### config.mk
export PLATFORM = sky130hd
export DESIGN_NAME = hamming_sec_codec_unit
export DESIGN_NICKNAME = d
export VERILOG_FILES = /design/src/hw/rtl/hsc_pkg.sv /design/src/hw/rtl/hsc_cfg_regs.sv /design/src/hw/rtl/hsc_encode.sv /design/src/hw/rtl/hsc_check.sv /design/src/hw/rtl/hamming_sec_codec_unit.sv
export SDC_FILE = /design/constraint.sdc
export NUM_CORES = 1
export LEC_CHECK = 0
export ABC_AREA = 0
export BUFFER_PORTS_ARGS = -buffer_cell sky130_fd_sc_hd__buf_2
export CORE_MARGIN = 1.5
export CORE_UTILIZATION = 64
export CTS_CLUSTER_SIZE = 12
export DETAILED_ROUTE_END_ITERATION = 10
export GPL_TIMING_DRIVEN = 1
export PLACE_DENSITY = 0.95
export REMOVE_ABC_BUFFERS = 1
export SYNTH_ARGS = -nofsm -noshare
export SYNTH_HDL_FRONTEND = slang
export SYNTH_SLANG_ARGS = --single-unit
### constraint.sdc
create_clock -name i_clk -period 13.5 [get_ports i_clk]
set_clock_uncertainty 0.05 [all_clocks]
set_input_delay 0.675 -clock i_clk [delete_from_list [all_inputs] [get_ports i_clk]]
set_output_delay 0.675 -clock i_clk [all_outputs]
set_load 0.02 [all_outputs]
### src/hw/rtl/hsc_pkg.sv
// Shared constants, types and parity functions for the Hamming SEC codec.
package hsc_pkg;

    localparam int MAX_DATA_BITS = 26;
    localparam int DATA_W        = MAX_DATA_BITS;
    localparam int POS_W         = 5;
    localparam int CODE_W        = 31;
    localparam int CFG_W         = 5;
    localparam logic [CFG_W-1:0] CFG_RESET = 5'd4;

    localparam logic FUNC_ENCODE = 1'b0;
    localparam logic FUNC_CHECK  = 1'b1;

    typedef enum logic [1:0] {
        ST_OK        = 2'd0,
        ST_CORRECTED = 2'd1,
        ST_BEYOND    = 2'd2
    } t_status;

    // Derived code geometry, refreshed on every register write.
    typedef struct packed {
        logic [POS_W-1:0]  shamt;   // DATA_W - m
        logic [POS_W-1:0]  n;       // code length m + r
        logic [CODE_W-1:0] nmask;   // ones at positions 1..n
    } t_cfg;

    function automatic logic is_pow2(input int p);
        return (p != 0) && ((p & (p - 1)) == 0);
    endfunction

    // XOR of the positions of all set bits: one parity tree per syndrome bit.
    function automatic logic [POS_W-1:0] syndrome(input logic [CODE_W-1:0] word);
        logic [POS_W-1:0] s;
        s = '0;
        for (int b = 0; b < POS_W; b++) begin
            for (int p = 1; p <= CODE_W; p++) begin
                if (((p >> b) & 1) == 1) begin
                    s[b] = s[b] ^ word[p-1];
                end
            end
        end
        return s;
    endfunction

    // Map a raw register value to the code geometry.
    function automatic t_cfg cfg_decode(input logic [CFG_W-1:0] raw);
        t_cfg        c;
        int          m;
        int          r_cnt;
        logic [31:0] mask32;
        m = int'(raw);
        if (m == 0) begin
            m = 1;
        end
        if (m > MAX_DATA_BITS) begin
            m = MAX_DATA_BITS;
        end
        r_cnt = POS_W + 1;
        for (int r = POS_W + 1; r >= 0; r--) begin
            if ((1 << r) >= (m + r + 1)) begin
                r_cnt = r;
            end
        end
        mask32  = (32'd1 << (m + r_cnt)) - 32'd1;
        c.shamt = POS_W'(DATA_W - m);
        c.n     = POS_W'(m + r_cnt);
        c.nmask = mask32[CODE_W-1:0];
        return c;
    endfunction

endpackage

### src/hw/rtl/hsc_cfg_regs.sv
// Configuration register: data bit count, held as decoded code geometry.
module hsc_cfg_regs
    import hsc_pkg::*;
(
    input  logic             i_clk,
    input  logic             i_rst_n,
    input  logic             i_cfg_we,
    input  logic [CFG_W-1:0] i_cfg_wdata,
    output t_cfg             o_cfg
);

    t_cfg r_cfg;
    t_cfg n_cfg;

    always_comb begin
        n_cfg = r_cfg;
        if (i_cfg_we) begin
            n_cfg = cfg_decode(i_cfg_wdata);
        end
    end

    always_ff @(posedge i_clk) begin
        if (!i_rst_n) begin
            r_cfg <= cfg_decode(CFG_RESET);
        end else begin
            r_cfg <= n_cfg;
        end
    end

    assign o_cfg = r_cfg;

endmodule

### src/hw/rtl/hsc_encode.sv
// Encoder: scatter data bits to non-power-of-two positions, then fill parity.
module hsc_encode
    import hsc_pkg::*;
(
    input  t_cfg              i_cfg,
    input  logic [DATA_W-1:0] i_data_word,
    output logic [CODE_W-1:0] o_code_word
);

    logic [DATA_W-1:0] shifted;
    logic [CODE_W-1:0] word;
    logic [POS_W-1:0]  s;
    int                j;

    always_comb begin
        // Align data index m-1 to the top; indices m and above fall off.
        shifted = i_data_word << i_cfg.shamt;
        word    = '0;
        j       = 0;
        for (int p = 1; p <= CODE_W; p++) begin
            if (!is_pow2(p)) begin
                word[p-1] = shifted[DATA_W-1-j];
                j         = j + 1;
            end
        end
        s = syndrome(word);
        // Parity bit at 2^i clears syndrome bit i.
        for (int i = 0; i < POS_W; i++) begin
            word[(1 << i) - 1] = s[i];
        end
        o_code_word = word;
    end

endmodule

### src/hw/rtl/hsc_check.sv
// Checker: syndrome of the received word and single-bit correction.
module hsc_check
    import hsc_pkg::*;
(
    input  t_cfg              i_cfg,
    input  logic [CODE_W-1:0] i_received_code,
    output logic [CODE_W-1:0] o_code_word,
    output logic [POS_W-1:0]  o_error_position,
    output t_status           o_error_status
);

    logic [CODE_W-1:0] masked;
    logic [POS_W-1:0]  s;

    always_comb begin
        masked           = i_received_code & i_cfg.nmask;
        s                = syndrome(masked);
        o_code_word      = masked;
        o_error_position = s;
        o_error_status   = ST_OK;
        if (s != '0) begin
            if (s <= i_cfg.n) begin
                o_code_word    = masked ^ (CODE_W'(1) << (s - POS_W'(1)));
                o_error_status = ST_CORRECTED;
            end else begin
                o_error_status = ST_BEYOND;
            end
        end
    end

endmodule

### src/hw/rtl/hamming_sec_codec_unit.sv
// Hamming SEC codec top level: request register, encode/check logic, result register.
// A request passes through the request register, then the result register.
// One request per cycle unless stalled; parity trees sit between the two registers.
// A new request is taken while a result waits only if the request register is empty.
// Reset (synchronous, active low): data bit count returns to 4, both stages empty.
// User must drain the pipeline before configuration writes; the block does not check.
module hamming_sec_codec_unit
    import hsc_pkg::*;
(
    input  logic              i_clk,
    input  logic              i_rst_n,
    // Configuration
    input  logic              i_cfg_we,
    input  logic [CFG_W-1:0]  i_cfg_wdata,
    // Request channel
    input  logic              i_in_valid,
    output logic              o_in_stall,
    input  logic              i_func,
    input  logic [DATA_W-1:0] i_data_word,
    input  logic [CODE_W-1:0] i_received_code,
    // Result channel
    output logic              o_out_valid,
    input  logic              i_out_stall,
    output logic [CODE_W-1:0] o_code_word,
    output logic [POS_W-1:0]  o_error_position,
    output logic [1:0]        o_error_status
);

    t_cfg cfg;

    // Request stage
    logic              r_in_valid;
    logic              r_func;
    logic [DATA_W-1:0] r_data_word;
    logic [CODE_W-1:0] r_received_code;

    // Result stage
    logic              r_out_valid;
    logic [CODE_W-1:0] r_code_word;
    logic [POS_W-1:0]  r_error_position;
    t_status           r_error_status;

    logic [CODE_W-1:0] n_code_word;
    logic [POS_W-1:0]  n_error_position;
    t_status           n_error_status;

    logic [CODE_W-1:0] enc_word;
    logic [CODE_W-1:0] chk_word;
    logic [POS_W-1:0]  chk_pos;
    t_status           chk_status;

    logic out_load;
    logic in_load;

    hsc_cfg_regs u_cfg (
        .i_clk       (i_clk),
        .i_rst_n     (i_rst_n),
        .i_cfg_we    (i_cfg_we),
        .i_cfg_wdata (i_cfg_wdata),
        .o_cfg       (cfg)
    );

    hsc_encode u_enc (
        .i_cfg       (cfg),
        .i_data_word (r_data_word),
        .o_code_word (enc_word)
    );

    hsc_check u_chk (
        .i_cfg            (cfg),
        .i_received_code  (r_received_code),
        .o_code_word      (chk_word),
        .o_error_position (chk_pos),
        .o_error_status   (chk_status)
    );

    // Result register loads when empty or when its result is being taken;
    // the request register loads when empty or when it moves forward.
    assign out_load   = !r_out_valid || !i_out_stall;
    assign in_load    = !r_in_valid || out_load;
    assign o_in_stall = !in_load;

    // Select the result of the requested function; encode reports no error.
    always_comb begin
        case (r_func)
            FUNC_ENCODE: begin
                n_code_word      = enc_word;
                n_error_position = '0;
                n_error_status   = ST_OK;
            end
            FUNC_CHECK: begin
                n_code_word      = chk_word;
                n_error_position = chk_pos;
                n_error_status   = chk_status;
            end
            default: begin
                n_code_word      = enc_word;
                n_error_position = '0;
                n_error_status   = ST_OK;
            end
        endcase
    end

    // Control: valid flags
    always_ff @(posedge i_clk) begin
        if (!i_rst_n) begin
            r_in_valid  <= 1'b0;
            r_out_valid <= 1'b0;
        end else begin
            if (in_load) begin
                r_in_valid <= i_in_valid;
            end
            if (out_load) begin
                r_out_valid <= r_in_valid;
            end
        end
    end

    // Payload: hold while stalled
    always_ff @(posedge i_clk) begin
        if (in_load) begin
            r_func          <= i_func;
            r_data_word     <= i_data_word;
            r_received_code <= i_received_code;
        end
        if (out_load) begin
            r_code_word      <= n_code_word;
            r_error_position <= n_error_position;
            r_error_status   <= n_error_status;
        end
    end

    assign o_out_valid      = r_out_valid;
    assign o_code_word      = r_code_word;
    assign o_error_position = r_error_position;
    assign o_error_status   = r_error_status;

`ifndef NO_ASSERTIONS
    // Any delivered word other than a flagged one is a valid code word.
    a_zero_syndrome: assert property (@(posedge i_clk) disable iff (!i_rst_n)
        (r_out_valid && r_error_status != ST_BEYOND) |-> (syndrome(r_code_word) == '0))
        else $error("result word has nonzero syndrome");

    // Nothing is delivered above the code length.
    a_masked: assert property (@(posedge i_clk) disable iff (!i_rst_n)
        r_out_valid |-> ((r_code_word & ~cfg.nmask) == '0))
        else $error("result word has bits above code length");

    // A clean result reports position zero.
    a_ok_pos: assert property (@(posedge i_clk) disable iff (!i_rst_n)
        (r_out_valid && r_error_status == ST_OK) |-> (r_error_position == '0))
        else $error("clean result with nonzero error position");

    // A flagged syndrome really lies beyond the code length.
    a_beyond: assert property (@(posedge i_clk) disable iff (!i_rst_n)
        (r_out_valid && r_error_status == ST_BEYOND) |-> (r_error_position > cfg.n))
        else $error("out-of-range flag with in-range syndrome");

    // Requests are held off only when both stages are full and the output is stalled.
    a_stall_cause: assert property (@(posedge i_clk) disable iff (!i_rst_n)
        o_in_stall |-> (r_in_valid && r_out_valid && i_out_stall))
        else $error("request stalled with room in the pipeline");
`endif

endmodule
==> results of run 1 <==
==> worst max-delay path by stage <==
stage / start / end / slack, ns / cells past startpoint
2_1_floorplan: i_cfg_wdata[4] / u_cfg.o_cfg[10] / 8.03 / 21
3_3_place_gp: i_cfg_wdata[3] / u_cfg.o_cfg[30] / 7.12 / 23
3_5_place_dp: i_cfg_wdata[3] / u_cfg.o_cfg[28] / 6.82 / 23
4_1_cts: i_cfg_wdata[3] / u_cfg.o_cfg[30] / 7.22 / 23
5_1_grt: i_cfg_wdata[3] / u_cfg.o_cfg[30] / 6.51 / 23
6_report: i_cfg_wdata[3] / u_cfg.o_cfg[30] / 7.08 / 23
==> sequential cells by signal, summed over array words and instances, names as in the netlist <==
signal,cells
o_code_word,31
r_func,1
o_error_position,5
r_data_word,26
r_received_code,31
u_cfg.o_cfg,41
r_in_valid,1
o_error_status,2
o_out_valid,1
==> cells by family (layout without fill, tap and decap cells) <==
family                     count (synthesis)  after routing
buffers and inverters                     72            168
muxes                                     78             78
AOI/OAI and AO/OA                        165            165
DFF                                      139            139
and+or+nand+nor                          277            277
xor gates and xnor gates                 130            130
adders and majority gates                 26             26
==> where the power goes <==
group / internal, mW / total [mW] / leakage, nW / switching (mW)
registers: 0.533 / 0.564 / 1.40 / 0.0311
clock network: 0.280 / 0.478 / 0.298 / 0.198
logic: 0.334 / 0.856 / 2.77 / 0.522
==> metrics by stage <==
stage          instance area, um2  hold WS, ns  instances  setup slack (ns)  power (mW)
2_1_floorplan                9019       0.3900        836             8.026       1.184
3_3_place_gp                 9846       0.4083       1131             7.122       1.368
3_5_place_dp                 9846       0.4109       1131             6.824       1.394
4_1_cts                     10450       0.3474       1163             7.222       1.879
5_1_grt                     10450       0.3510       1163             6.505       1.987
6_report                    10450       0.3570       1163             7.079       1.898
==> cell type report <==
cell class | instances | area share
Sequential cell | 139 | 0.3584
Clock buffer | 18 | 0.04108
Multi-Input combinational cell | 676 | 0.4978
Inverter | 21 | 0.007545
Timing Repair Buffer | 115 | 0.05701
Clock inverter | 14 | 0.01653
Tap cell | 180 | 0.02156
==> routing by layer <==
metal  share of wire  global-route usage
met1            0.39              0.3994
met2            0.47              0.5014
met3           0.090             0.07011
met4           0.047              0.1746
met5               0                   0
==> worst max-delay path: stages <==
cell      delay [ns]
buf_2           0.28
nand2_1         0.26
a22o_1          0.43
ha_1            0.31
xnor2_1         0.31
o211ai_1        0.14
o21ai_0         0.11
o221ai_1        0.17
nor2_1          0.18
or3_1           0.17
inv_1           0.05
ha_1            0.26
a21o_1          0.17
a21oi_1         0.41
xnor2_1         0.45
nor3_1          0.31
nand3_1         0.20
ha_1            0.48
o21ai_0         0.33
a21oi_1         0.54
nor3_1          0.11
o21ai_0         0.19
a31oi_1         0.11
==> placed cells by master (no fill, tap or decap), types with 4 or more instances in the layout <==
master       n
and2_1      14
a21boi_0     4
buf_2      107
inv_1       20
o21ai_0     46
ha_1        25
o22ai_1     12
o211ai_1     8
nor2b_1     15
a21oi_1     36
edfxtp_1    96
nand2b_1    11
mux4_2      18
nor3_1      12
clkbuf_16   17
nor4_1       5
inv_8        4
o221ai_1     4
inv_6        4
nand2_1    106
buf_4        8
mux2i_1     42
nor2_1      79
xor2_1      47
or3_1        5
o211a_1      8
o21a_1       8
nand3_1     13
mux4_1       5
nand3b_1     5
dfxtp_1     42
a31oi_1      8
mux2_2       8
xnor3_1     16
xnor2_1     64
==> results.toml, run 1 <==
[status]
outcome = "complete, no violations"

[synth]
synth.area.mux_share = 0.1217
synth_edf_count = 96
synth_flop_cell = "edfxtp_1"
synth_cell_types = 69
synth.avg_cell_area_um2 = 10.44
synth_compound_area_frac = 0.1164
yosys-top-cells-area = "edfxtp_1 31%, dfxtp_1 9.3%, xnor2_1 6.1%"
netlist_instances = 887
synth_fa_ha_area_frac = 0.03593
ys_ff_latch = 139
synth-simple-area-share = 0.1362
ys_seq_area_frac = 0.4042
synth_xor_xnor_area_share = 0.1507
async_reset_ff_frac = 0
synth_top_family_by_area = "XOR/XNOR gates"
yosys.area.top_type = "edfxtp_1"
synth_most_common_cell = "nand2_1"
yosysWarnings = 0
synth_top_area_frac = 0.3112
synth_common_cells = "106 x nand2_1, 96 x edfxtp_1, 79 x nor2_1"
netlist_area_mm2 = 0.009263

[placed_design]
dp_hpwl_mm = 16.30
gp_congestion = 0.9870
io_buffers = 107

[sta]
setup_viol = 0
tns_ns = 0
post-route-min-period_ns = 6.421
finalCritPeriodShare = 0.4756
fmax_ghz = 0.1558
finalHoldViolCount = 0
maxSlewViolCount = 0
slew_headroom = 0.4294
rsz0062_at_grt = "false"
tightest_slew_ns = 0.8497

[clocking]
postCtsSetupRepairBufs = 0
htreeDepth = 4
cts_max_path_buffers = 2
clock_sinks = 139
worstSkewPairLatency_ns = 0.44
post_cts_resized = 0
cts_made_buffers = 17
clkTransAtPathRegs_ns = 0.07
postCtsHoldBufs = 0
root_buffer = "clkbuf_16"
cts_tree = "done"

[global_routing]
grt-ovfl-total = 0
grt_max_degree = 72
track_usage = 0.3144
grt_pass1_vias = 6927
grt_pass1_wl_mm = 35.69
antenna_found_initial = 0

[setup_path]
reg2reg_from = "r_received_code[22]"
cp.required_ns = 13.73
crit_path_start_kind = "input pin"
reg2reg_slack_ns = 8.39
endpoint_kind = "flip-flop"
cp_max_fo = 17
cp.arrival_ns = 6.65
crit_type = "in -> reg"
reg2reg_to = "o_code_word[16]"
reg2reg_depth = 15

[die]
start_util = 0.6622
fp.dieArea_mm2 = 0.01520
die_w_um = 123.3
core_mm2 = 0.01399
rows = 43
die_h_um = 123.3
ios = 108

[detailed_routing]
drc_errors = 0
drtIter0Drc = 836
routed_wl_mm = 22.95
drtPass1Iterations = 7
route.vias.total = 7302
ant_nets = 0
wl_per_cell_um = 19.74
vias_per_cell = 6.279

[finish]
nFillCells = 907
fin_util = 0.7469
n_antenna_cell = 0
drive_above_1_share = 0.1953
syn_to_final_growth_pct = 12.79
finalNetCount = 1064
multi_input_area_mm2 = 0.005201
seq_area_mm2 = 0.003745

[power_and_ir_drop]
power_density_mw_per_mm2 = 181.7
p_leak_nw = 4.472
ir_drop_v = 0.0001060

[hold_path]
holdPathStages = 1
min_from = "i_data_word[9]"
hold-path-endpoint = "r_data_word[9]"
hold_path.class = "in -> reg"

[flow_run]
drv_cap = 0
No activity file was read; power rests on OpenSTA's default activity.
==> inputs of run 2 (changes only) <==
CORE_UTILIZATION = 54   (was 64)
PLACE_DENSITY = 0.87   (was 0.95)
clock period = 5.3 ns   (was 13.5 ns; I/O delays follow)
==> run 2 against run 1 <==
Against the previous run:
- via count is 3.5% higher
- wire length is 4.5% higher
- sequential share of layout area is 2.4 points lower
- sequential cell count stayed put
- setup slack worse by 6.5 ns
- power grew to 2.6 times the previous value
- critical path type unchanged
- non-clock buffer count is 72 higher
- core utilization is 7.5 points lower
- critical path depth is 1 higher
- hold slack worse by 0.26 ns
- count of clock-buffer cells in the layout is 1 lower
==> results.toml, run 2 (synthesis results as in run 1) <==
[status]
outcome = "complete, no violations"

[clocking]
cts_max_path_buffers = 2
htreeDepth = 4
clkTransAtPathRegs_ns = 0.07
worstSkewPairLatency_ns = 0.44
cts_made_buffers = 17
postCtsSetupRepairBufs = 0
cts_tree = "done"
clock_sinks = 139
root_buffer = "clkbuf_16"

[sta]
slew_headroom = 0.4719
tns_ns = 0
fmax_ghz = 0.2124
setup_viol = 0
rsz0062_at_grt = "false"
maxSlewViolCount = 0
finalCritPeriodShare = 0.8885
post-route-min-period_ns = 4.709
finalHoldViolCount = 0
tightest_slew_ns = 0.7865

[setup_path]
cp_max_fo = 11
crit_path_start_kind = "input pin"
reg2reg_slack_ns = 0.73
reg2reg_to = "o_code_word[16]"
reg2reg_from = "r_received_code[22]"
setup.worst_path.start = "i_cfg_wdata[3]"
reg2reg_depth = 16
cp.arrival_ns = 5.04
endpoint_kind = "flip-flop"
cp.required_ns = 5.63
crit_type = "in -> reg"

[placed_design]
gp_congestion = 0.9784
dp.cells = 1184
io_buffers = 107
dp_hpwl_mm = 16.01

[die]
core_mm2 = 0.01664
start_util = 0.5566
fp.dieArea_mm2 = 0.01795
die_h_um = 134.0
rows = 47
ios = 108
die_w_um = 134.0

[flow_run]
drv_cap = 0

[global_routing]
grt_pass1_vias = 7260
grt-ovfl-total = 0
grt_max_degree = 72
track_usage = 0.2762
antenna_found_initial = 0
grt_pass1_wl_mm = 38.17

[detailed_routing]
drtPass1Iterations = 5
drtIter0Drc = 872
drc_errors = 0
wl_per_cell_um = 18.82
routed_wl_mm = 23.99
ant_nets = 0
route.vias.total = 7555
vias_per_cell = 5.925

[finish]
layout_commonest_cell = "buf_2"
syn_to_final_growth_pct = 20.75
layout.cells.non_filler = 1275
n_antenna_cell = 0
finalNetCount = 1136
final_cell_mix = "107 x buf_2, 106 x nand2_1, 96 x edfxtp_1, 79 x nor2_1, 64 x xnor2_1"
largest_reg_flops = 41
drive_above_1_share = 0.1972

[hold_path]
hold_path.class = "in -> reg"
hold-path-endpoint = "o_out_valid"
holdPathStages = 3
min_from = "i_out_stall"

[power_and_ir_drop]
ir_drop_v = 0.0002959
power_density_mw_per_mm2 = 433.5
p_leak_nw = 4.769
## run 2: critical path, stage by stage
cell	delay (ns)
buf_2	0.20
nand2_1	0.16
a22o_1	0.34
ha_1	0.28
xnor2_1	0.33
o211ai_1	0.14
o21ai_0	0.09
o221ai_1	0.12
nor2_1	0.16
o21ba_2	0.17
ha_1	0.16
inv_1	0.06
fa_1	0.42
nor2b_1	0.13
o21ai_0	0.16
xnor2_1	0.20
nor3_2	0.30
nand3_1	0.14
ha_1	0.29
or3_1	0.43
o21ai_0	0.19
a22oi_1	0.09
nand2_1	0.08
o211a_1	0.13
## run 2: stage by stage
| step | total power, mW | utilization | worst slack [ns] | instance area [um2] | hold slack, ns |
|---|---|---|---|---|---|
| after CTS | 4.794 | 0.6712 | 0.5214 | 11170 | 0.09829 |
| final | 4.849 | 0.6721 | 0.5909 | 11180 | 0.09961 |
| after floorplan | 3.015 | - | 0.2362 | 9019 | 0.2769 |
| after global placement | 3.524 | 0.6005 | 0.2734 | 9993 | 0.3917 |
| after global routing | 5.087 | 0.6721 | 0.09746 | 11180 | 0.1336 |
| after detailed placement | 3.577 | 0.6005 | 0.07542 | 9993 | 0.3931 |
## run 2: layout make-up
cell class	instances	area (um2)
Fill cell	1168	5458
Multi-Input combinational cell	676	5216
Sequential cell	139	3745
Timing Repair Buffer	187	1284
Clock buffer	17	425.4
Tap cell	220	275.3
Clock inverter	15	160.2
Inverter	21	78.83
## run 2: worst max path at each step
stage | endpoint | slack [ns] | depth (start not counted)
detailed placement | u_cfg.o_cfg[28] | 0.08 | 24
global placement | u_cfg.o_cfg[4] | 0.27 | 26
CTS | u_cfg.o_cfg[28] | 0.52 | 26
finish | u_cfg.o_cfg[12] | 0.59 | 24
global route | u_cfg.o_cfg[30] | 0.1 | 26
floorplan | u_cfg.o_cfg[10] | 0.24 | 21
## run 2: power breakdown
group	internal, mW	total (mW)	switching [mW]
combinational	0.920	2.23	1.31
clock	0.664	1.17	0.508
sequential	1.36	1.44	0.0840
total	2.94	4.85	1.91
## run 2: timing repair
action                                  in CTS  in global routing
endpoints found under the setup margin       0                  6
hold endpoints to repair                    59                  0
hold buffers                                59                  0
resized for setup                            0                  3
## run 2: per-layer routing
layer	GRT usage	wire length (um)	share of wire
met1	0.3567	9688	0.40
met4	0.1298	989	0.041
met3	0.05178	1886	0.079
met5	0	0	0
met2	0.4516	11430	0.48
